<file path="src/rtl/pot_pkg.sv">
// ----------------------------------------------------------------------------
// pot_pkg
// Shared types, codes, widths and helpers for the online perceptron trainer.
// ----------------------------------------------------------------------------
package pot_pkg;

   // Default sizing
   localparam int LANES_DEF       = 4;
   localparam int VALUE_WIDTH_DEF = 16;

   // Fixed field widths
   localparam int FEAT_W     = 16;
   localparam int SUM_W      = 36;
   localparam int LR_W       = 16;
   localparam int ACT_W      = 3;
   localparam int CSR_ADDR_W = 1;
   localparam int REQ_DATA_W = 88;
   localparam int RSP_DATA_W = 40;

   // Register reset values
   localparam logic [LR_W-1:0]  LR_RESET  = 16'd6554;
   localparam logic [ACT_W-1:0] ACT_RESET = 3'd2;

   // Operation codes carried in req_tuser
   typedef enum logic [1:0] {
      OP_PREDICT      = 2'd0,
      OP_TRAIN        = 2'd1,
      OP_WRITE_WEIGHT = 2'd2,
      OP_WRITE_BIAS   = 2'd3
   } opcode_type;

   // Register indexes
   typedef enum logic [CSR_ADDR_W-1:0] {
      CSR_STEP_RATE     = 1'd0,
      CSR_ACTIVE_INPUTS = 1'd1
   } csr_index_type;

   // Error codes
   localparam logic signed [1:0] ERR_ZERO = 2'sb00;
   localparam logic signed [1:0] ERR_POS  = 2'sb01;
   localparam logic signed [1:0] ERR_NEG  = 2'sb11;
   localparam logic signed [1:0] ERR_BAD  = 2'sb10;

   // Update control from the merge stage
   typedef struct packed {
      logic upd_en;   // train with nonzero error, item accepted
      logic err_neg;  // error is -1
   } train_type;

   // Per-lane control
   typedef struct packed {
      logic wr_en;
      logic upd_en;
      logic err_neg;
   } lane_ctl_type;

   // One result item, predicted in bit 0
   typedef struct packed {
      logic signed [SUM_W-1:0] weighted_sum;
      logic signed [1:0]       error_value;
      logic                    predicted;
   } result_type;

   // Saturate an 18-bit signed value to a signed vw-bit range (vw <= 16)
   function automatic logic [15:0] sat_value(input logic signed [17:0] v, input int vw);
      logic signed [17:0] hi;
      logic signed [17:0] lo;
      hi = (18'sd1 <<< (vw - 1)) - 18'sd1;
      lo = -hi - 18'sd1;
      if (v > hi) begin
         return hi[15:0];
      end else if (v < lo) begin
         return lo[15:0];
      end
      return v[15:0];
   endfunction

endpackage

</file>
<file path="src/rtl/pot_lane.sv">
// ----------------------------------------------------------------------------
// pot_lane
// One feature lane: holds its weight, forms weight * feature for the sum and
// the rounded rate step for a training update.
// ----------------------------------------------------------------------------
module pot_lane #(
   parameter int VALUE_WIDTH = pot_pkg::VALUE_WIDTH_DEF
) (
   input  logic                                clock,
   input  logic                                reset,
   input  logic signed [pot_pkg::FEAT_W-1:0]   feature,
   input  logic                                active,
   input  pot_pkg::lane_ctl_type               ctl,
   input  logic signed [pot_pkg::FEAT_W-1:0]   wr_value,
   input  logic [pot_pkg::LR_W-1:0]            step_rate,
   output logic signed [pot_pkg::SUM_W-1:0]    product
);
   import pot_pkg::*;

   localparam int PROD_W = VALUE_WIDTH + FEAT_W;

   logic signed [VALUE_WIDTH-1:0] w_ff;
   logic signed [VALUE_WIDTH-1:0] w_in;
   logic signed [FEAT_W-1:0]      x;
   logic signed [PROD_W-1:0]      prod_full;
   logic signed [FEAT_W:0]        x_ext;
   logic [FEAT_W:0]               mag;
   logic [32:0]                   lr_prod;
   logic [33:0]                   round_sum;
   logic [16:0]                   step_mag;
   logic signed [17:0]            step;
   logic signed [17:0]            upd_sum;
   logic [15:0]                   upd_sat;
   logic [15:0]                   wr_sat;

   // Masked feature and product term for the sum
   assign x         = active ? feature : '0;
   assign prod_full = w_ff * x;
   assign product   = {{(SUM_W - PROD_W){prod_full[PROD_W-1]}}, prod_full};

   // Step magnitude: rate * |x| rounded from Q8.24 to Q8.8, ties away from zero
   assign x_ext     = {x[FEAT_W-1], x};
   assign mag       = (FEAT_W + 1)'(x[FEAT_W-1] ? -x_ext : x_ext);
   assign lr_prod   = 33'(step_rate) * 33'(mag);
   assign round_sum = 34'(lr_prod) + 34'd32768;
   assign step_mag  = round_sum[32:16];

   // Signed step and saturated sums
   assign step    = (x[FEAT_W-1] != ctl.err_neg) ? -$signed({1'b0, step_mag})
                                                  : $signed({1'b0, step_mag});
   assign upd_sum = $signed({{(18 - VALUE_WIDTH){w_ff[VALUE_WIDTH-1]}}, w_ff}) + step;
   assign upd_sat = sat_value(upd_sum, VALUE_WIDTH);
   assign wr_sat  = sat_value({{2{wr_value[FEAT_W-1]}}, wr_value}, VALUE_WIDTH);

   // Weight next value
   always_comb begin
      w_in = w_ff;
      if (ctl.wr_en) begin
         w_in = wr_sat[VALUE_WIDTH-1:0];
      end else if (ctl.upd_en) begin
         w_in = upd_sat[VALUE_WIDTH-1:0];
      end
   end

   always_ff @(posedge clock) begin
      if (reset) begin
         w_ff <= '0;
      end else begin
         w_ff <= w_in;
      end
   end

   // Weight changes only on a write or a training update
   a_weight_hold: assert property (@(posedge clock) disable iff (reset)
      (!ctl.wr_en && !ctl.upd_en) |=> $stable(w_ff))
      else $error("weight changed without write or update");

   // An inactive lane never moves its weight on an update
   a_idle_lane: assert property (@(posedge clock) disable iff (reset)
      (!active && !ctl.wr_en && ctl.upd_en) |=> $stable(w_ff))
      else $error("inactive lane weight moved");

   // Inactive lane contributes nothing to the sum
   a_idle_product: assert property (@(posedge clock) disable iff (reset)
      (!active) |-> (product == '0))
      else $error("inactive lane gave a nonzero product");

endmodule

</file>
<file path="config.mk">
export PLATFORM = sky130hd
export DESIGN_NAME = pot_lane
export DESIGN_NICKNAME = d
export VERILOG_FILES = /design/src/rtl/pot_pkg.sv /design/src/rtl/pot_lane.sv
export SDC_FILE = /design/constraint.sdc
export NUM_CORES = 1
export LEC_CHECK = 0
export ABC_AREA = 1
export BUFFER_PORTS_ARGS = -buffer_cell sky130_fd_sc_hd__buf_2
export CAP_MARGIN = 20
export CORE_UTILIZATION = 55
export DETAILED_ROUTE_END_ITERATION = 10
export GPL_ROUTABILITY_DRIVEN = 1
export PLACE_DENSITY = 0.72
export SLEW_MARGIN = 20
export SYNTH_ARGS = -nofsm -noshare
export SYNTH_HDL_FRONTEND = slang
export SYNTH_SLANG_ARGS = --single-unit
</file>
<file path="constraint.sdc">
create_clock -name clock -period 19.3 [get_ports clock]
set_input_delay 1.93 -clock clock [delete_from_list [all_inputs] [get_ports clock]]
set_output_delay 1.93 -clock clock [all_outputs]
set_load 0.01 [all_outputs]
</file>
==> results of run 1 <==
-- per-layer routing --
metal / global-route usage [%] / vias up / wire, um
met5: 1.149 / - / 57
met4: 5.541 / 2 / 1124
met3: 10.97 / 92 / 7486
met2: 49.94 / 877 / 25820
met1: 45.18 / 8787 / 25450
li1: - / 8210 / -
-- cells by family after synthesis --
family | after synthesis
and+or+nand+nor | 1005
AOI/OAI and AO/OA | 196
adders and majority gates | 686
buffers and inverters | 804
other | 2
xor gates and xnor gates | 69
DFF | 16
-- cell usage after synthesis, drive strengths merged (2+ instances only) --
library cell  instances  share of area [%]
or2                  16               0.47
xnor2                24               0.98
ha                  216                 13
o21bai                7               0.30
nand3                60                1.7
inv                 725                 13
a21boi                3               0.11
o221ai               14               0.57
a21o                  6               0.21
conb                  2              0.035
xor2                 45                2.0
nand4                 7               0.20
nor2                332                5.9
clkinv               12               0.21
o31ai                 5               0.18
a31oi                 2              0.058
nor3                 18               0.44
nor4                  3              0.088
nand3b                4               0.14
o21ai                52                1.3
nand2               562                 10
fa                  470                 44
buf                  15               0.51
dfxtp                16                1.5
clkbuf               52               0.91
a21oi               101                2.6
-- stage by stage --
stage	setup slack (ns)	hold slack (ns)
after global routing	5.486	0.7016
final	6.400	0.6606
after global placement	6.492	0.6192
after detailed placement	6.280	0.6355
after CTS	6.469	0.6435
after floorplan	8.060	0.4802
-- final cells by class --
class,instances,share of cell area [%]
multi-input combinational,1972,80.69
clock buffer,4,0.3964
tap,511,2.853
inverter,737,12.35
timing repair buffer,98,2.289
sequential,16,1.429
-- worst register-to-register path: cells and delay by family, from the launching register on --
| family | cells | cell delay (ns) |
|---|---|---|
| AOI/OAI and AO/OA | 6 | 1.21 |
| buffers and inverters | 2 | 0.71 |
| DFF | 1 | 0.60 |
| adders and majority gates | 1 | 0.57 |
| and+or+nand+nor | 3 | 0.46 |
| xor gates and xnor gates | 1 | 0.10 |
-- worst max-delay path by stage --
| stage | end | cells past startpoint |
|---|---|---|
| 2_1_floorplan | w_ff[10]$_SDFFE_PP0P_ | 55 |
| 3_3_place_gp | w_ff[14]$_SDFFE_PP0P_ | 50 |
| 3_5_place_dp | w_ff[14]$_SDFFE_PP0P_ | 50 |
| 4_1_cts | w_ff[0]$_SDFFE_PP0P_ | 53 |
| 5_1_grt | w_ff[0]$_SDFFE_PP0P_ | 53 |
| 6_report | w_ff[0]$_SDFFE_PP0P_ | 53 |
==> results.py, run 1 <==
metrics = {
    "placed_design": {
        "placed_cells": 3334,
        "dpl-instance-area_um2": 22320,
        "hpwl_mm": 52.09,
        "port_buffers": 89,
        "finalWeightedCongestion": 1.014,
    },
    "routing": {
        "ant_nets": 0,
        "drc_errors": 0,
        "drt-total-wl_mm": 59.94,
        "vias": 17970,
        "wire_per_inst_um": 17.96,
        "post_drt_via_cell_ratio": 5.383,
        "drt-pass1-iter-count": 6,
        "drt-initial-drc-count": 1646,
    },
    "clock_tree": {
        "cts_setup_buffers": 0,
        "hold_buffers": 0,
        "cts_made_buffers": 3,
        "cts_tree": "done",
        "clockBufferDepth": 2,
        "cts.repair.resized": 0,
        "htreeDepth": 1,
        "insertion_delay_ns": 0.25,
        "cts_root_buf": "clkbuf_16",
        "clock-sinks": 16,
        "path_clk_slew_ns": 0.05,
    },
    "setup_path": {
        "slowest_stage": "clkinv_1",
        "slowest_delay_ns": 0.63,
        "cp-startpoint": "active",
        "reg2reg_from": "w_ff[1]$_SDFFE_PP0P_",
        "cp.arrival_ns": 13.08,
        "path_buf_inv": 9,
        "rr_endpoint": "w_ff[3]$_SDFFE_PP0P_",
        "reg2reg_depth": 13,
        "crit_path_frequent_cell": "nand2_1",
        "cp_top_family": "simple AND/OR/NAND/NOR gates",
        "cp-start-kind": "input pin",
        "setup.worst_path.end_class": "flop",
        "crit_required_ns": 19.48,
        "r2r_slack_ns": 15.52,
        "path_class": "input pin to flop",
        "crit_fanout": 29,
    },
    "synth": {
        "synthXorXnorAreaFrac_pct": 2.944,
        "synth_warnings": 0,
        "ys.flop_type": "dfxtp_1",
        "synth-async-reset-ratio_pct": 0,
        "syn_area_um2": 21420,
        "ys_seq_elements": 16,
        "synthSimpleGateAreaFrac_pct": 19.13,
        "syn_avg_cell_area_um2": 7.710,
        "synth_seq_area_share_pct": 1.496,
        "synthMuxAreaShare_pct": 0,
        "synth_edf_count": 0,
        "synth.lib_cells_used.distinct": 55,
        "synth_top_family_by_area": "adder cells",
        "synth_compound_area_share_pct": 5.515,
        "synth-adder-area-share_pct": 56.55,
        "synthCells": 2778,
    },
    "hold_path": {
        "hold_end": "w_ff[0]$_SDFFE_PP0P_",
        "whs_path_depth": 2,
        "min_from": "w_ff[0]$_SDFFE_PP0P_",
        "min_path_type": "flop to flop",
    },
    "floorplan": {
        "ios": 90,
        "fp.dieW_um": 199.3,
        "start_util_pct": 56.33,
        "die_y_um": 199.3,
        "core_area_um2": 38020,
        "die_area_um2": 39730,
        "rows": 71,
    },
    "final_layout": {
        "fillCellCount": 3613,
        "register_area_um2": 320.3,
        "antenna_cells": 0,
        "fin_nets": 3568,
        "stdcell_count": 3338,
        "largest-register": "w_ff",
        "layout-drive-gt1-share_pct": 6.013,
        "final_cell_mix": "inv_1, nand2_1, fa_1",
        "multi_input_area_um2": 18080,
        "layout_commonest_cell": "inv_1",
        "reg.largest.list": "w_ff x16",
        "final_area_um2": 22410,
        "fin_util_pct": 58.93,
        "area_growth_pct": 4.621,
        "largest_reg_flops": 16,
    },
    "grt": {
        "grt_pass1_wl_mm": 98.82,
        "antenna_found_initial": 0,
        "grt_start_max_net_pins": 30,
        "grt_pass1_vias": 19090,
        "grt-ovfl-total": 0,
        "grtUsageTotal_pct": 32.55,
    },
    "sta": {
        "finalSetupViolCount": 0,
        "worst_pin_slew_ns": 1.159,
        "fin_crit_ns": 12.90,
        "rsz0062_at_grt": "false",
        "fin_tns_setup_ns": 0,
        "max_freq_ghz": 0.07752,
        "fin_skew_ns": 0.001726,
        "slew_headroom_pct": 22.72,
        "finalCritPeriodShare_pct": 66.84,
        "hold_violations": 0,
        "finalMaxSlewViolations": 0,
    },
    "job": {
        "drv_cap": 0,
    },
    "outcome": {
        "run_status": "complete, no violations",
    },
}
Power of run 1 is left out: the tool's default activity adds up to more than one toggle a clock period on the data nets, which glitch-free logic cannot reach.
==> run 2, diff against run 1 <==
--- a/config.mk
+++ b/config.mk
@@ -5,7 +5,7 @@
 export SDC_FILE = /design/constraint.sdc
 export NUM_CORES = 1
 export LEC_CHECK = 0
-export ABC_AREA = 1
+export ABC_AREA = 0
 export BUFFER_PORTS_ARGS = -buffer_cell sky130_fd_sc_hd__buf_2
 export CAP_MARGIN = 20
 export CORE_UTILIZATION = 55
==> constraint.sdc (replaced) <==
create_clock -name clock -period 12.7 [get_ports clock]
set_input_delay 1.27 -clock clock [delete_from_list [all_inputs] [get_ports clock]]
set_output_delay 1.27 -clock clock [all_outputs]
set_load 0.01 [all_outputs]
==> results.py, run 2 <==
metrics = {
    "synth": {
        "synth_edf_count": 0,
        "ys.flop_type": "dfxtp_1",
        "synth_area_leaders": "fa_1, ha_1, inv_1",
        "synth.most_common_cell": "inv_1",
        "synth.lib_cells_used.distinct": 83,
        "ys_seq_elements": 16,
        "syn_area_um2": 21410,
        "synth_top_area_cell": "fa_1",
        "yosys-top-cells-count": "inv_1, fa_1, nand2_1",
        "synth-async-reset-ratio_pct": 0,
        "synth_warnings": 0,
        "synth_seq_area_share_pct": 1.496,
        "synthCells": 2494,
        "syn_avg_cell_area_um2": 8.583,
        "synth_top_area_share_pct": 43.96,
    },
    "final_layout": {
        "fin_nets": 3269,
        "largest-register": "w_ff",
        "largest_reg_flops": 16,
        "area_growth_pct": 5.412,
        "layout_commonest_cell": "inv_1",
        "final_cell_mix": "inv_1, fa_1, nand2_1",
        "layout-drive-gt1-share_pct": 7.598,
        "reg.largest.list": "w_ff x16",
    },
    "clock_tree": {
        "clock-sinks": 16,
        "htreeDepth": 1,
        "cts_root_buf": "clkbuf_16",
        "clockBufferDepth": 2,
        "insertion_delay_ns": 0.24,
        "cts_tree": "done",
        "cts_made_buffers": 3,
        "path_clk_slew_ns": 0.05,
        "hold_buffers": 0,
    },
    "setup_path": {
        "path_class": "input pin to flop",
        "path_buf_inv": 4,
        "r2r_slack_ns": 8.23,
        "reg2reg_from": "w_ff[1]$_SDFFE_PP0P_",
        "crit_fanout": 26,
        "rr_endpoint": "w_ff[4]$_SDFFE_PP0P_",
        "cp_top_family": "adder cells",
        "crit_cells": 41,
        "crit_required_ns": 12.80,
        "reg2reg_depth": 15,
        "slowest_stage": "fa_1",
        "slowest_delay_ns": 0.55,
        "crit_path_frequent_cell": "fa_1",
        "setup.worst_path.end_class": "flop",
        "cp.arrival_ns": 12.23,
        "cp-start-kind": "input pin",
    },
    "hold_path": {
        "min_path_type": "flop to flop",
        "hold_end": "w_ff[5]$_SDFFE_PP0P_",
        "whs_path_depth": 4,
        "min_from": "w_ff[5]$_SDFFE_PP0P_",
    },
    "routing": {
        "vias": 16910,
        "drc_errors": 0,
        "ant_nets": 0,
        "drt-pass1-iter-count": 5,
        "wire_per_inst_um": 17.68,
        "post_drt_via_cell_ratio": 5.564,
        "drt-initial-drc-count": 1132,
        "drt-total-wl_mm": 53.74,
    },
    "grt": {
        "grt_pass1_wl_mm": 87.36,
        "top_usage_layer": "met2",
        "antenna_found_initial": 1,
        "grt_start_max_net_pins": 127,
        "use_met1_pct": 39.47,
        "grt-ovfl-total": 0,
        "grtUsageTotal_pct": 28.03,
        "grt_pass1_vias": 17310,
        "globalRouteMet3Util_pct": 3.257,
        "met2_usage_pct": 46.12,
    },
    "sta": {
        "fin_crit_ns": 12.13,
        "worst_pin_slew_ns": 0.9262,
        "holdWs_ns": 0.7114,
        "slew_headroom_pct": 38.25,
        "hold_violations": 0,
        "max_freq_ghz": 0.08244,
        "finalCritPeriodShare_pct": 95.51,
        "finalSetupViolCount": 0,
        "fin_skew_ns": 0.001518,
        "finalMaxSlewViolations": 0,
    },
    "floorplan": {
        "fp.dieW_um": 199.3,
        "die_area_um2": 39710,
        "ios": 90,
        "rows": 71,
        "die_y_um": 199.3,
        "core_area_um2": 38020,
        "start_util_pct": 56.30,
    },
    "placed_design": {
        "port_buffers": 89,
        "finalWeightedCongestion": 0.9556,
        "hpwl_mm": 45.24,
    },
    "outcome": {
        "run_status": "complete, no violations",
    },
    "job": {
        "drv_cap": 0,
    },
}
run 2: cell types whose count changed in the layout (fill, tap and decap cells not counted), sizes merged, moves of 21 or more:
cell / delta
a21o: +21
a21oi: -24
and2: +50
and3: +201
buf: +38
inv: -147
nand2: -223
nand3: -37
nor2: -262
o21ai: -21
xnor2: +49
xor2: -30
run 2: worst max path at each step:
stage,from,to,slack [ns]
floorplan,feature[1],w_ff[10]$_SDFFE_PP0P_,1.32
global placement,active,w_ff[2]$_SDFFE_PP0P_,0.30
detailed placement,active,w_ff[14]$_SDFFE_PP0P_,-0.02
CTS,active,w_ff[4]$_SDFFE_PP0P_,0.15
global route,active,w_ff[4]$_SDFFE_PP0P_,-0.01
finish,active,w_ff[4]$_SDFFE_PP0P_,0.57
run 2: logic make-up (layout without fill, tap and decap cells):
kind of cell               count (synthesis)  in the layout  share of synthesized area, %
xor gates and xnor gates                  88             88                         3.636
muxes                                      6              6                        0.3215
AOI/OAI and AO/OA                        238            238                         7.979
other                                      2             18                       0.03508
buffers and inverters                    699            718                         12.43
adders and majority gates                686            686                         56.58
DFF                                       16             16                         1.496
and+or+nand+nor                          759            759                         17.52
run 2: per-layer routing:
layer,up-vias,wire [um],part of all wire [%]
met1,8459,22250,41
met3,98,4164,7.7
met2,635,25930,48
met5,-,0,0
met4,0,1397,2.6
li1,7722,-,-
run 2: cell type report:
class | count | area (um^2)
flip-flops and latches | 16 | 320.3
fillers | 3463 | 15460
well taps | 511 | 639.4
clock buffers | 3 | 75.07
multi-input cells | 1793 | 18540
diodes | 2 | 5.005
repair buffers | 137 | 818.3
inverters | 578 | 2170
run 2: per-stage QoR:
step / instances / utilization [%] / cell area [um^2] / setup TNS (ns) / setup slack [ns]
6_report: 3040 / 59.35 / 22560 / 0 / 0.5701
5_1_grt: 3039 / 59.34 / 22560 / -0.01109 / -0.01109
4_1_cts: 3036 / 59.13 / 22480 / 0 / 0.1519
3_5_place_dp: 3033 / 58.93 / 22410 / -0.03467 / -0.02251
3_3_place_gp: 3033 / 58.93 / 22410 / 0 / 0.2958
2_1_floorplan: 2508 / - / 21460 / 0 / 1.316
run 2: worst register-to-register path: cells and delay by family, from the launching register on:
family | cells | cell delay (ns)
AO/OA/AOI/OAI | 9 | 2.03
flip-flops | 1 | 0.84
buffers and inverters | 2 | 0.56
adder cells (fa/ha/maj) | 1 | 0.54
multiplexers | 1 | 0.21
AND/OR/NAND/NOR | 2 | 0.20
run 2: timing repair:
item,CTS,global route
endpoints found under the setup margin,0,15
buffers inserted,0,1
resized for setup,0,6
Power of run 2 is left out for the same reason.
==> run 3, diff against run 2 <==
--- a/config.mk
+++ b/config.mk
@@ -8,7 +8,9 @@
 export ABC_AREA = 0
 export BUFFER_PORTS_ARGS = -buffer_cell sky130_fd_sc_hd__buf_2
 export CAP_MARGIN = 20
+export CORE_ASPECT_RATIO = 0.5
 export CORE_UTILIZATION = 55
+export CTS_BUF_LIST = sky130_fd_sc_hd__clkbuf_16
 export DETAILED_ROUTE_END_ITERATION = 10
 export GPL_ROUTABILITY_DRIVEN = 1
 export PLACE_DENSITY = 0.72
==> results.py, run 3 (synthesized netlist as in run 2, its figures left out) <==
metrics = {
    "final_layout": {
        "fin_nets": 3275,
        "final_area_um2": 22630,
        "area_growth_pct": 5.740,
        "largest_reg_flops": 16,
        "largest-register": "w_ff",
        "layout-drive-gt1-share_pct": 7.972,
        "final_cell_mix": "inv_1, fa_1, nand2_1",
        "stdcell_count": 3055,
        "reg.largest.list": "w_ff x16",
        "layout_commonest_cell": "inv_1",
        "fin_util_pct": 59.80,
    },
    "sta": {
        "finalSetupViolCount": 0,
        "max_freq_ghz": 0.08308,
        "finalMaxSlewViolations": 0,
        "hold_violations": 0,
        "fin_skew_ns": 0.0002905,
        "fin_crit_ns": 12.04,
        "worst_pin_slew_ns": 0.9152,
        "slew_headroom_pct": 38.90,
        "finalCritPeriodShare_pct": 94.77,
    },
    "clock_tree": {
        "clock-sinks": 16,
        "htreeDepth": 1,
        "insertion_delay_ns": 0.24,
        "path_clk_slew_ns": 0.05,
        "cts_made_buffers": 3,
        "cts_tree": "done",
        "clockBufferDepth": 2,
        "cts_root_buf": "clkbuf_16",
    },
    "grt": {
        "grtUsageTotal_pct": 29.30,
        "grt_pass1_wl_mm": 92.31,
        "antenna_found_initial": 1,
        "grt_start_max_net_pins": 130,
        "grt_pass1_vias": 17480,
        "grt-ovfl-total": 0,
    },
    "setup_path": {
        "slowest_stage": "fa_1",
        "crit_fanout": 45,
        "path_buf_inv": 6,
        "crit_required_ns": 12.81,
        "crit_path_frequent_cell": "fa_1",
        "path_class": "input pin to flop",
        "cp.arrival_ns": 12.15,
        "slowest_delay_ns": 0.56,
        "cp-start-kind": "input pin",
        "cp_top_family": "adder cells",
        "setup.worst_path.end_class": "flop",
    },
    "job": {
        "drv_cap": 0,
    },
    "placed_design": {
        "hpwl_mm": 45.65,
        "finalWeightedCongestion": 0.9504,
        "dpl-instance-area_um2": 22460,
        "placed_cells": 3046,
        "port_buffers": 89,
    },
    "routing": {
        "ant_nets": 0,
        "drt-initial-drc-count": 1239,
        "drc_errors": 0,
        "vias": 16800,
        "wire_per_inst_um": 17.87,
        "drt-total-wl_mm": 54.58,
        "post_drt_via_cell_ratio": 5.499,
        "drt-pass1-iter-count": 7,
    },
    "outcome": {
        "run_status": "complete, no violations",
    },
    "floorplan": {
        "rows": 50,
        "core_area_um2": 37850,
        "ios": 90,
        "die_area_um2": 39760,
        "fp.dieW_um": 281.0,
        "start_util_pct": 56.56,
        "die_y_um": 141.5,
    },
    "hold_path": {
        "min_path_type": "flop to flop",
    },
}
run 3: metal layers:
layer	track usage [%]	wire (um)
met1	42.31	24250
met2	48.20	25660
met3	2.865	3681
met4	6.011	998
met5	0	0
run 3: cell type report:
type	instances	area, um^2
Antenna cell	1	2.502
Clock buffer	3	75.07
Clock inverter	1	3.754
Fill cell	3371	15210
Inverter	578	2170
Multi-Input combinational cell	1793	18530
Sequential cell	16	320.3
Tap cell	520	650.6
Timing Repair Buffer	143	878.3
run 3: path summary, 6_finish.rpt:
check	end	cells after the start	startpoint	slack, ns
max	w_ff[4]$_SDFFE_PP0P_	44	active	0.66
min	w_ff[15]$_SDFFE_PP0P_	4	w_ff[15]$_SDFFE_PP0P_	0.86
max reg2reg	w_ff[4]$_SDFFE_PP0P_	15	w_ff[1]$_SDFFE_PP0P_	8.59
min reg2reg	w_ff[15]$_SDFFE_PP0P_	4	w_ff[15]$_SDFFE_PP0P_	0.86
run 3: tightest hold or removal path, cell delays in order, from the launching register on:
cell and delay, ns:
dfxtp_1 0.29, buf_4 0.22, nor2_1 0.13, a211o_1 0.10
a21oi_1 0.06
run 3: per-stage QoR:
step	setup slack, ns	setup TNS [ns]	hold WS (ns)
floorplan	1.316	0	0.6805
global placement	0.3184	0	0.8296
detailed placement	0.06435	0	0.8428
CTS	0.2785	0	0.8518
global route	-0.03824	-0.2585	0.8879
finish	0.6638	0	0.8616
run 3: what timing repair did:
action	in CTS	in global routing
buffers inserted	0	4
endpoints found under the hold margin	0	0
hold buffers	0	0
resized for setup	0	10
endpoints found under the setup margin	0	16
Power of run 3 is left out for the same reason.
