## src/rtl/pot_pkg.sv

```systemverilog
// ----------------------------------------------------------------------------
// pot_pkg
// Shared types, codes, widths and helpers for the online perceptron trainer.
// ----------------------------------------------------------------------------
package pot_pkg;

   // Default sizing
   localparam int LANES_DEF       = 4;
   localparam int VALUE_WIDTH_DEF = 16;

   // Fixed field widths
   localparam int FEAT_W     = 16;
   localparam int SUM_W      = 36;
   localparam int LR_W       = 16;
   localparam int ACT_W      = 3;
   localparam int CSR_ADDR_W = 1;
   localparam int REQ_DATA_W = 88;
   localparam int RSP_DATA_W = 40;

   // Register reset values
   localparam logic [LR_W-1:0]  LR_RESET  = 16'd6554;
   localparam logic [ACT_W-1:0] ACT_RESET = 3'd2;

   // Operation codes carried in req_tuser
   typedef enum logic [1:0] {
      OP_PREDICT      = 2'd0,
      OP_TRAIN        = 2'd1,
      OP_WRITE_WEIGHT = 2'd2,
      OP_WRITE_BIAS   = 2'd3
   } opcode_type;

   // Register indexes
   typedef enum logic [CSR_ADDR_W-1:0] {
      CSR_STEP_RATE     = 1'd0,
      CSR_ACTIVE_INPUTS = 1'd1
   } csr_index_type;

   // Error codes
   localparam logic signed [1:0] ERR_ZERO = 2'sb00;
   localparam logic signed [1:0] ERR_POS  = 2'sb01;
   localparam logic signed [1:0] ERR_NEG  = 2'sb11;
   localparam logic signed [1:0] ERR_BAD  = 2'sb10;

   // Update control from the merge stage
   typedef struct packed {
      logic upd_en;   // train with nonzero error, item accepted
      logic err_neg;  // error is -1
   } train_type;

   // Per-lane control
   typedef struct packed {
      logic wr_en;
      logic upd_en;
      logic err_neg;
   } lane_ctl_type;

   // One result item, predicted in bit 0
   typedef struct packed {
      logic signed [SUM_W-1:0] weighted_sum;
      logic signed [1:0]       error_value;
      logic                    predicted;
   } result_type;

   // Saturate an 18-bit signed value to a signed vw-bit range (vw <= 16)
   function automatic logic [15:0] sat_value(input logic signed [17:0] v, input int vw);
      logic signed [17:0] hi;
      logic signed [17:0] lo;
      hi = (18'sd1 <<< (vw - 1)) - 18'sd1;
      lo = -hi - 18'sd1;
      if (v > hi) begin
         return hi[15:0];
      end else if (v < lo) begin
         return lo[15:0];
      end
      return v[15:0];
   endfunction

endpackage

```

## src/rtl/pot_merge.sv

```systemverilog
// ----------------------------------------------------------------------------
// pot_merge
// Adds the lane products and the scaled bias, applies the step activation,
// derives the error and owns the bias register.
// ----------------------------------------------------------------------------
module pot_merge #(
   parameter int LANES       = pot_pkg::LANES_DEF,
   parameter int VALUE_WIDTH = pot_pkg::VALUE_WIDTH_DEF
) (
   input  logic                               clock,
   input  logic                               reset,
   input  logic                               accept,
   input  pot_pkg::opcode_type                opcode,
   input  logic                               target,
   input  logic signed [pot_pkg::FEAT_W-1:0]  wr_value,
   input  logic [pot_pkg::LR_W-1:0]           step_rate,
   input  logic signed [pot_pkg::SUM_W-1:0]   products [LANES],
   output pot_pkg::train_type                 train,
   output pot_pkg::result_type                result
);
   import pot_pkg::*;

   logic signed [VALUE_WIDTH-1:0] bias_ff;
   logic signed [VALUE_WIDTH-1:0] bias_in;
   logic signed [SUM_W-1:0]       sum;
   logic                          pred;
   logic                          is_train;
   logic                          is_calc;
   logic [16:0]                   lr_round;
   logic [8:0]                    bstep;
   logic signed [17:0]            bias_ext;
   logic signed [17:0]            bias_upd;
   logic [15:0]                   upd_sat;
   logic [15:0]                   wr_sat;

   // Bias * 256 plus the products of all lanes
   always_comb begin
      sum = $signed({{(SUM_W - VALUE_WIDTH){bias_ff[VALUE_WIDTH-1]}}, bias_ff}) <<< 8;
      for (int i = 0; i < LANES; i++) begin
         sum = sum + products[i];
      end
   end

   // Activation and error
   assign pred          = ~sum[SUM_W-1];
   assign is_train      = (opcode == OP_TRAIN);
   assign is_calc       = (opcode == OP_PREDICT) || is_train;
   assign train.upd_en  = accept && is_train && (target != pred);
   assign train.err_neg = pred;

   always_comb begin
      result = '0;
      if (is_calc) begin
         result.predicted    = pred;
         result.weighted_sum = sum;
         if (is_train && (target != pred)) begin
            result.error_value = pred ? ERR_NEG : ERR_POS;
         end else begin
            result.error_value = ERR_ZERO;
         end
      end
   end

   // Bias step: step rate rounded from Q0.16 to Q8.8
   assign lr_round = 17'(step_rate) + 17'd128;
   assign bstep    = lr_round[16:8];
   assign bias_ext = $signed({{(18 - VALUE_WIDTH){bias_ff[VALUE_WIDTH-1]}}, bias_ff});
   assign bias_upd = pred ? (bias_ext - $signed({9'd0, bstep}))
                          : (bias_ext + $signed({9'd0, bstep}));
   assign upd_sat  = sat_value(bias_upd, VALUE_WIDTH);
   assign wr_sat   = sat_value({{2{wr_value[FEAT_W-1]}}, wr_value}, VALUE_WIDTH);

   // Bias next value
   always_comb begin
      bias_in = bias_ff;
      if (accept && (opcode == OP_WRITE_BIAS)) begin
         bias_in = wr_sat[VALUE_WIDTH-1:0];
      end else if (train.upd_en) begin
         bias_in = upd_sat[VALUE_WIDTH-1:0];
      end
   end

   always_ff @(posedge clock) begin
      if (reset) begin
         bias_ff <= '0;
      end else begin
         bias_ff <= bias_in;
      end
   end

   // Bias is held while no transaction is taken
   a_bias_hold: assert property (@(posedge clock) disable iff (reset)
      !accept |=> $stable(bias_ff))
      else $error("bias changed without a transaction");

   // A predict never touches the bias
   a_predict_bias: assert property (@(posedge clock) disable iff (reset)
      (accept && (opcode == OP_PREDICT)) |=> $stable(bias_ff))
      else $error("predict changed the bias");

   // Update requested only on a train with a mismatch
   a_upd_train: assert property (@(posedge clock) disable iff (reset)
      train.upd_en |-> (is_train && (result.error_value != ERR_ZERO)))
      else $error("update without training error");

endmodule

```

## config.mk

```make
export PLATFORM = sky130hd
export DESIGN_NAME = pot_merge
export DESIGN_NICKNAME = d
export VERILOG_FILES = /design/src/rtl/pot_pkg.sv /design/src/rtl/pot_merge.sv
export SDC_FILE = /design/constraint.sdc
export NUM_CORES = 1
export LEC_CHECK = 0
export CAP_MARGIN = 20
export CORE_MARGIN = 1
export CORE_UTILIZATION = 52
export DETAILED_ROUTE_END_ITERATION = 12
export DONT_BUFFER_PORTS = 1
export PLACE_DENSITY = 0.67
export SYNTH_ARGS = -nofsm -noshare
export SYNTH_HDL_FRONTEND = slang
export SYNTH_SLANG_ARGS = --single-unit
```

## constraint.sdc

```tcl
create_clock -name clock -period 21.2 [get_ports clock]
set_clock_uncertainty 0.1 [all_clocks]
set_input_delay 2.12 -clock clock [delete_from_list [all_inputs] [get_ports clock]]
set_output_delay 2.12 -clock clock [all_outputs]
set_load 0.005 [all_outputs]
```

==> results of run 1 <==
-- area by class of cell --
type	instances	area [um^2]	area share
multi-input cells	596	5510	0.759
inverters	296	1110	0.153
well taps	176	220	0.0303
flip-flops and latches	16	320	0.0441
clock buffers	4	88.8	0.0122
repair buffers	1	7.51	0.00103
-- routing by layer --
layer / vias up / wire (um) / GRT usage
met4: 0 / 200 / 0.0417
met1: 2701 / 7180 / 0.309
met5: - / 0 / 0
met3: 16 / 668 / 0.0169
li1: 2869 / - / -
met2: 169 / 7050 / 0.373
-- cells in the mapped netlist, types with 3 or more instances --
cell type	number
inv_1	296
fa_1	98
nor2_1	67
ha_1	60
a21oi_1	47
nand2_1	47
xnor2_1	38
o21ai_0	35
a21o_1	22
nand3_1	19
dfxtp_1	16
xor2_1	16
a31oi_1	12
nor3_1	11
and3_1	9
nor2b_1	9
a211oi_1	8
clkbuf_1	8
o211ai_1	7
a2111oi_1	6
nand4_1	6
and4_1	5
buf_2	5
o21a_1	5
o21bai_1	4
a2111oi_2	3
a22oi_1	3
o21ai_2	3
or2_2	3
-- through the flow --
| stage | hold slack (ns) | utilization | setup slack [ns] |
|---|---|---|---|
| 2_1_floorplan | 0.398 | - | 12.75 |
| 3_3_place_gp | 0.419 | 0.544 | 11.90 |
| 3_5_place_dp | 0.423 | 0.544 | 11.91 |
| 4_1_cts | 0.430 | 0.550 | 12.15 |
| 5_1_grt | 0.449 | 0.550 | 11.52 |
| 6_report | 0.430 | 0.550 | 12.12 |
-- power by group through the flow --
stage	combinational (mW)	sequential (mW)	clock, mW
final	1.36	0.0527	0.0427
after global routing	1.52	0.0541	0.0445
after CTS	1.35	0.0525	0.0425
after detailed placement	1.34	0.0531	0
after global placement	1.33	0.0532	0
after floorplan	1.11	0.0493	0
-- logic make-up (layout without fill, tap and decap cells) --
group,after synthesis,in the layout,share of synthesized area
mux,2,2,0.00321
compound gates,183,183,0.179
buf+inv,314,301,0.171
simple gates,194,194,0.135
fa+ha+maj,159,159,0.388
xor+xnor,58,58,0.0793
flops,16,16,0.0456
-- critical path: cells and delay by family --
family / cells / cell delay [ns]
AO/OA/AOI/OAI: 8 / 2.07
XOR/XNOR: 2 / 0.70
adder cells (fa/ha/maj): 5 / 2.36
buffers and inverters: 6 / 0.48
AND/OR/NAND/NOR: 7 / 1.35
-- final timing paths --
check,endpoint,slack [ns],depth (start not counted)
max reg2reg,bias_ff[5]$_SDFFE_PP0P_,13.98,24
min reg2reg,bias_ff[2]$_SDFFE_PP0P_,0.43,2
max,bias_ff[5]$_SDFFE_PP0P_,12.12,28
min,bias_ff[2]$_SDFFE_PP0P_,0.43,2
==> impl_metrics.json, run 1 <==
{
  "status": "finished, final reports clean",
  "fin_crit_sh": 0.428,
  "finalSetupTns_ns": 0,
  "min_path_type": "flip-flop to flip-flop",
  "synth_top_cell_by_area": "fa_1",
  "synth_area_leaders": "fa_1 28%, inv_1 16%, ha_1 11%",
  "synth_top_area_frac": 0.279,
  "min_from": "bias_ff[2]$_SDFFE_PP0P_",
  "vias_per_cell": 5.28,
  "diodes": 0,
  "place_area_um2": 7170,
  "drt_iter0_drc": 199,
  "timing.final.hold_violations": 0,
  "peakVddDrop_mv": 0.145,
  "finalWirelength_mm": 15.1,
  "cts_buffers": 3,
  "synth_cells": 926,
  "yosysWarnings": 0,
  "end_kind": "flip-flop",
  "cp.arrival_ns": 9.11,
  "crit_slowest_cell": "xor2_4",
  "num_vias": 5755,
  "syn_area_per_cell_um2": 7.59,
  "hold_buffers": 0,
  "ant_nets": 0,
  "setup_viol": 0,
  "seq_area_frac_synth": 0.0456,
  "critPathLaunch": "products[32]",
  "swShare": 0.578,
  "p_sw_mw": 0.839,
  "area_delta_synth_final_pct": 3.35,
  "drcViolationCount": 0,
  "die_y_um": 118,
  "track_usage": 0.220,
  "clk_pin_slew_ns": 0.05,
  "cp.required_ns": 21.23,
  "regMostFlops": "bias_ff",
  "timing.critical_path.mode_cell": "inv_1",
  "antenna_found_initial": 0,
  "worstReg2RegStart": "bias_ff[15]$_SDFFE_PP0P_",
  "largest_reg_flops": 16,
  "drive_gt1_frac": 0.0350,
  "cpPeakStageDelay_ns": 0.55,
  "io_buffer_count": 0,
  "grt_max_degree": 51,
  "cts_tree": "done",
  "drt_pass1_iterations": 5,
  "pwr-share-comb": 0.934,
  "power_mw": 1.45,
  "start_kind": "input port",
  "design_area_um2": 7260,
  "synth_edf_count": 0,
  "fillers": 1290,
  "critPathKind": "input port to flip-flop",
  "synth_area_um2": 7020,
  "fp.dieW_um": 118,
  "p_clk_frac": 0.029,
  "cts.htree.levels": 1,
  "core_um2": 13200,
  "io_pins": 223,
  "synth_seq_cells": 16,
  "cts_buffer_depth": 2,
  "p_leak_nw": 4.00,
  "place.gp.congestion": 0.899,
  "nets": 1254,
  "max-slew-margin-rel": 0.329,
  "dp_hpwl_mm": 13.2,
  "worstSkewPairLatency_ns": 0.25,
  "drv_cap": 0,
  "grt_pass1_wl_mm": 25.6,
  "final_common_cell": "inv_1",
  "clock-sinks": 16,
  "wl_per_cell_um": 13.9,
  "dp_cells": 1085,
  "worst_pin_slew_ns": 1.00,
  "cts.repair.resized": 0,
  "grt.overflow.total": 0,
  "grt_pass1_vias": 5500,
  "max_freq_mhz": 110,
  "rsz0062_at_grt": "false",
  "initial_core_util": 0.533,
  "stdcell_count": 1089,
  "ys_types": 72,
  "period_minus_slack_ns": 9.08,
  "cp_max_fo": 18,
  "power_density_nw_per_um2": 200,
  "power_frac_seq": 0.036,
  "syn_nets": 1266,
  "rows": 42,
  "p_int_mw": 0.614,
  "postCtsSetupBuffers": 0,
  "final_max_slew_viol_count": 0,
  "reg_top3": "bias_ff x16",
  "ys.flop_type": "dfxtp_1",
  "synthArstFlopShare": 0,
  "final_cell_mix": "296 x inv_1, 98 x fa_1, 67 x nor2_1",
  "root_buffer": "clkbuf_16",
  "die_area_um2": 14000
}
No activity file was read; power rests on OpenSTA's default activity.
==> inputs of run 2 (changes only) <==
--- a/config.mk
+++ b/config.mk
@@ -10,7 +10,7 @@
 export CORE_UTILIZATION = 52
 export DETAILED_ROUTE_END_ITERATION = 12
 export DONT_BUFFER_PORTS = 1
-export PLACE_DENSITY = 0.67
+export PLACE_DENSITY = 0.7
 export SYNTH_ARGS = -nofsm -noshare
 export SYNTH_HDL_FRONTEND = slang
 export SYNTH_SLANG_ARGS = --single-unit
==> constraint.sdc (replaced) <==
create_clock -name clock -period 7.48 [get_ports clock]
set_clock_uncertainty 0.1 [all_clocks]
set_input_delay 0.748 -clock clock [delete_from_list [all_inputs] [get_ports clock]]
set_output_delay 0.748 -clock clock [all_outputs]
set_load 0.005 [all_outputs]
==> run 2 against run 1 <==
Die area stayed put. Routed wire length is 0.88% lower. Utilization up 1.7 points. Sequential power rose to 3.0 times the previous value. Global-route usage is 0.64 points lower. Flip-flop and latch count unchanged.
==> impl_metrics.json, run 2 (synthesized netlist as in run 1, its figures left out) <==
{
  "worstSkewPairLatency_ns": 0.24,
  "dp_cells": 1110,
  "clock-sinks": 16,
  "drv_cap": 0,
  "io_buffer_count": 0,
  "crit_slowest_cell": "fa_1",
  "cts.htree.levels": 1,
  "cts_buffers": 3,
  "vias_per_cell": 5.21,
  "setup_viol": 0,
  "max_freq_mhz": 142,
  "wl_per_cell_um": 13.4,
  "min_path_type": "flip-flop to flip-flop",
  "timing.critical_path.mode_cell": "inv_1",
  "peakVddDrop_mv": 0.472,
  "end_kind": "flip-flop",
  "met2_usage": 0.381,
  "grt_max_degree": 51,
  "drt_iter0_drc": 218,
  "die_y_um": 118,
  "num_vias": 5813,
  "initial_core_util": 0.533,
  "design_area_um2": 7490,
  "place.gp.congestion": 0.911,
  "crit_buf_inv": 8,
  "finalSetupTns_ns": 0,
  "cpPeakStageDelay_ns": 0.53,
  "place_area_um2": 7360,
  "power_density_nw_per_um2": 579,
  "grt_use_met1": 0.277,
  "grt_pass1_wl_mm": 24.5,
  "ant_nets": 0,
  "timing.final.hold_violations": 0,
  "final_cell_mix": "296 x inv_1, 98 x fa_1, 66 x nor2_1",
  "largest_reg_flops": 16,
  "cts_tree": "done",
  "setup_ws_ns": 0.448,
  "status": "finished, final reports clean",
  "final_max_slew_viol_count": 0,
  "cp_max_fo": 18,
  "busiest_layer": "met2",
  "area_delta_synth_final_pct": 6.57,
  "critPathKind": "input port to flip-flop",
  "diodes": 0,
  "grt.overflow.total": 0,
  "die_area_um2": 14000,
  "cts_buffer_depth": 2,
  "worst_pin_slew_ns": 0.856,
  "p_leak_nw": 4.13,
  "reg_top3": "bias_ff x16",
  "drcViolationCount": 0,
  "stdcell_count": 1116,
  "max-slew-margin-rel": 0.429,
  "io_pins": 223,
  "grt_pass1_vias": 5458,
  "fp.dieW_um": 118,
  "core_um2": 13200,
  "drt_pass1_iterations": 6,
  "track_usage": 0.214,
  "drive_gt1_frac": 0.0670,
  "cp.arrival_ns": 7.06,
  "period_minus_slack_ns": 7.03,
  "fin_crit_sh": 0.940,
  "cp.required_ns": 7.51,
  "crit_family": "adder cells",
  "met3_usage": 0.0328,
  "hold_buffers": 0,
  "rows": 42,
  "pre_cts_slack_ns": -0.0161,
  "dp_hpwl_mm": 13.4,
  "root_buffer": "clkbuf_16",
  "nets": 1282,
  "start_kind": "input port",
  "final_common_cell": "inv_1",
  "finalWirelength_mm": 15.0,
  "antenna_found_initial": 0,
  "regMostFlops": "bias_ff",
  "clk_pin_slew_ns": 0.05
}
-- run 2: through the flow --
stage	total power [mW]	util	hold WS, ns
floorplan	3.29	-	0.398
global placement	4.09	0.558	0.425
detailed placement	4.13	0.558	0.444
CTS	4.25	0.564	0.454
global route	4.84	0.568	0.472
finish	4.34	0.568	0.448
-- run 2: cell type report --
class / instances / area [um^2]
fill: 1275 / 5700
inverter: 296 / 1110
tap: 176 / 220
multi-input combinational: 596 / 5530
timing repair buffer: 29 / 230
clock buffer: 3 / 75.1
sequential: 16 / 320
-- run 2: worst paths after layout --
| check | start | end | slack, ns | cells past startpoint |
|---|---|---|---|---|
| worst max-delay path | products[32] | bias_ff[13]$_SDFFE_PP0P_ | 0.45 | 30 |
| worst max register to register | bias_ff[15]$_SDFFE_PP0P_ | bias_ff[13]$_SDFFE_PP0P_ | 0.94 | 26 |
| worst min-delay path | bias_ff[2]$_SDFFE_PP0P_ | bias_ff[2]$_SDFFE_PP0P_ | 0.45 | 2 |
| worst min register to register | bias_ff[2]$_SDFFE_PP0P_ | bias_ff[2]$_SDFFE_PP0P_ | 0.45 | 2 |
-- run 2: timing repair --
action | 4_1_cts | 5_1_grt
endpoints found under the setup margin | 0 | 16
buffers inserted | 0 | 3
resized for setup | 0 | 6
-- run 2: where the power goes --
group          switching (mW)  total, mW  internal (mW)
combinational            2.31       4.08           1.76
sequential             0.0390      0.157          0.118
clock                  0.0307      0.101         0.0700
total                    2.38       4.34           1.95
-- run 2: per-layer routing --
| layer | up-vias | share of wire |
|---|---|---|
| met5 | - | 0 |
| met4 | 0 | 0.0088 |
| met3 | 11 | 0.065 |
| met2 | 179 | 0.48 |
| met1 | 2707 | 0.45 |
| li1 | 2916 | - |
-- run 2: worst register-to-register path, stage by stage, from the launching register on --
cell and delay (ns):
dfxtp_1 0.51, inv_1 0.47, fa_1 0.68, inv_1 0.04
ha_1 0.29, nand4_1 0.21, nor4_2 0.36, buf_4 0.17
nand2_1 0.06, o211ai_2 0.28, nor2_2 0.10, xnor2_2 0.35
nor2_1 0.07, a21oi_1 0.22, inv_1 0.09, fa_1 0.44
nor2b_1 0.19, o31a_1 0.17, o21ai_0 0.11, a211oi_1 0.24
buf_4 0.17, o211ai_1 0.09, nand2_1 0.17, xor2_4 0.17
buf_12 0.16, o21ai_0 0.11, a2111oi_1 0.38
==> inputs of run 3 (changes only) <==
--- a/config.mk
+++ b/config.mk
@@ -6,11 +6,13 @@
 export NUM_CORES = 1
 export LEC_CHECK = 0
 export CAP_MARGIN = 20
+export CELL_PAD_IN_SITES_DETAIL_PLACEMENT = 0
+export CELL_PAD_IN_SITES_GLOBAL_PLACEMENT = 1
 export CORE_MARGIN = 1
-export CORE_UTILIZATION = 52
+export CORE_UTILIZATION = 43
 export DETAILED_ROUTE_END_ITERATION = 12
 export DONT_BUFFER_PORTS = 1
-export PLACE_DENSITY = 0.7
+export PLACE_DENSITY_LB_ADDON = 0.1
 export SYNTH_ARGS = -nofsm -noshare
 export SYNTH_HDL_FRONTEND = slang
 export SYNTH_SLANG_ARGS = --single-unit
==> run 3 against run 2 <==
Count of clock-buffer cells in the layout unchanged. First-iteration DRC count is 22% higher. Design area up 2.2%. Worst hold slack worse by 0.016 ns. Sequential share of layout area decreased by 0.091 points. Cell count is 3.0% higher. Setup slack got worse by 0.10 ns. Critical path depth up 2. Routed wire length rose by 13%. Global-route usage is 1.7 points lower. Fmax shrank 1.4%.
==> impl_metrics.json, run 3 (synthesized netlist as in run 1, its figures left out) <==
{
  "drive_gt1_frac": 0.0782,
  "critPathKind": "input port to flip-flop",
  "drt_iter0_drc": 267,
  "clock-sinks": 16,
  "timing.final.hold_violations": 0,
  "drcViolationCount": 0,
  "dp_hpwl_mm": 14.7,
  "io_pins": 223,
  "grt.overflow.total": 0,
  "largest_reg_flops": 16,
  "diodes": 0,
  "finalWirelength_mm": 16.9,
  "cpPeakStageDelay_ns": 0.54,
  "initial_core_util": 0.441,
  "fin_util": 0.480,
  "ff2ff_path_depth": 28,
  "cts_buffer_depth": 2,
  "track_usage": 0.197,
  "fin_crit_sh": 0.954,
  "timing.critical_path.mode_cell": "inv_1",
  "ant_nets": 0,
  "core_um2": 15900,
  "die_y_um": 130,
  "period_minus_slack_ns": 7.13,
  "final_common_cell": "inv_1",
  "grt_use_met1": 0.258,
  "place_area_um2": 7360,
  "clk_pin_slew_ns": 0.05,
  "end_kind": "flip-flop",
  "regMostFlops": "bias_ff",
  "cp-endpoint": "bias_ff[1]$_SDFFE_PP0P_",
  "crit_family": "adder cells",
  "crit_buf_inv": 10,
  "critPathLaunch": "products[21]",
  "cts_buffers": 3,
  "design_area_um2": 7650,
  "worstSkewPairLatency_ns": 0.25,
  "root_buffer": "clkbuf_16",
  "cp.arrival_ns": 7.18,
  "stdcell_count": 1150,
  "cp.required_ns": 7.52,
  "rows": 46,
  "max-slew-margin-rel": 0.446,
  "max_freq_mhz": 140,
  "num_vias": 5897,
  "vias_per_cell": 5.13,
  "antenna_found_initial": 0,
  "min_path_type": "flip-flop to flip-flop",
  "rr_endpoint": "bias_ff[1]$_SDFFE_PP0P_",
  "setup_viol": 0,
  "met2_usage": 0.351,
  "hold_buffers": 0,
  "area_delta_synth_final_pct": 8.89,
  "cp_max_fo": 10,
  "start_kind": "input port",
  "hold-worst-slack_ns": 0.432,
  "drv_cap": 0,
  "cts_tree": "done",
  "final_cell_mix": "295 x inv_1, 98 x fa_1, 66 x nor2_1",
  "dp_cells": 1141,
  "place.gp.congestion": 0.830,
  "reg_top3": "bias_ff x16",
  "rrSetupSlack_ns": 0.86,
  "fp.dieW_um": 130,
  "grt_pass1_vias": 5716,
  "crit_slowest_cell": "fa_1",
  "grt_pass1_wl_mm": 26.5,
  "io_buffer_count": 0,
  "worst_pin_slew_ns": 0.831,
  "met3_usage": 0.0197,
  "cp.depth": 32,
  "status": "finished, final reports clean",
  "cts.htree.levels": 1,
  "drt_pass1_iterations": 4,
  "nets": 1276,
  "busiest_layer": "met2",
  "wl_per_cell_um": 14.7,
  "die_area_um2": 16900,
  "grt_max_degree": 51,
  "worstReg2RegStart": "bias_ff[15]$_SDFFE_PP0P_",
  "final_max_slew_viol_count": 0
}
run 3: cell types whose count changed in the layout (fill, tap and decap cells not counted), sizes merged:
cell and change:
buf -8, bufbuf +1, clkdlybuf4s15 +1
run 3: timing repair:
item                                    in CTS  in global routing
setup buffers                                0                  5
resized for setup                            0                 30
endpoints found under the setup margin       0                 15
run 3: final cells by class:
type | count | area, um^2
inverter | 296 | 1110
clock buffer | 3 | 75.1
timing repair buffer | 23 | 230
tap | 216 | 270
fill | 1627 | 8290
multi-input combinational | 596 | 5640
sequential | 16 | 320
run 3: routing by layer:
| layer | wire length, um | up-vias |
|---|---|---|
| li1 | - | 2909 |
| met1 | 7500 | 2797 |
| met2 | 8200 | 177 |
| met3 | 1010 | 14 |
| met4 | 235 | 0 |
| met5 | 0 | - |
run 3: worst reg2reg max path: cells and delay by family (launching register included):
family / cells / cell delay [ns]
adders and majority gates: 4 / 1.75
buffers and inverters: 8 / 1.50
AOI/OAI and AO/OA: 7 / 1.30
DFF: 1 / 0.50
and+or+nand+nor: 6 / 0.96
xor gates and xnor gates: 3 / 0.39
run 3: per-stage QoR:
| stage | TNS, ns | worst slack [ns] |
|---|---|---|
| floorplan | 0 | 0.402 |
| global placement | 0 | 0.204 |
| detailed placement | 0 | 0.0841 |
| CTS | 0 | 0.323 |
| global route | -0.0175 | -0.0175 |
| finish | 0 | 0.345 |
run 3: worst min path at each step:
stage / start / to / slack, ns / depth (start not counted)
after floorplan: bias_ff[12]$_SDFFE_PP0P_ / bias_ff[12]$_SDFFE_PP0P_ / 0.40 / 2
after global placement: bias_ff[2]$_SDFFE_PP0P_ / bias_ff[2]$_SDFFE_PP0P_ / 0.42 / 2
after detailed placement: bias_ff[4]$_SDFFE_PP0P_ / bias_ff[4]$_SDFFE_PP0P_ / 0.42 / 2
after CTS: bias_ff[4]$_SDFFE_PP0P_ / bias_ff[4]$_SDFFE_PP0P_ / 0.43 / 2
after global routing: bias_ff[4]$_SDFFE_PP0P_ / bias_ff[4]$_SDFFE_PP0P_ / 0.46 / 2
final: bias_ff[4]$_SDFFE_PP0P_ / bias_ff[4]$_SDFFE_PP0P_ / 0.43 / 2
Power of run 3 is not shown: default switching activity piles up to over one toggle a cycle in this logic, so the estimate is an artifact.
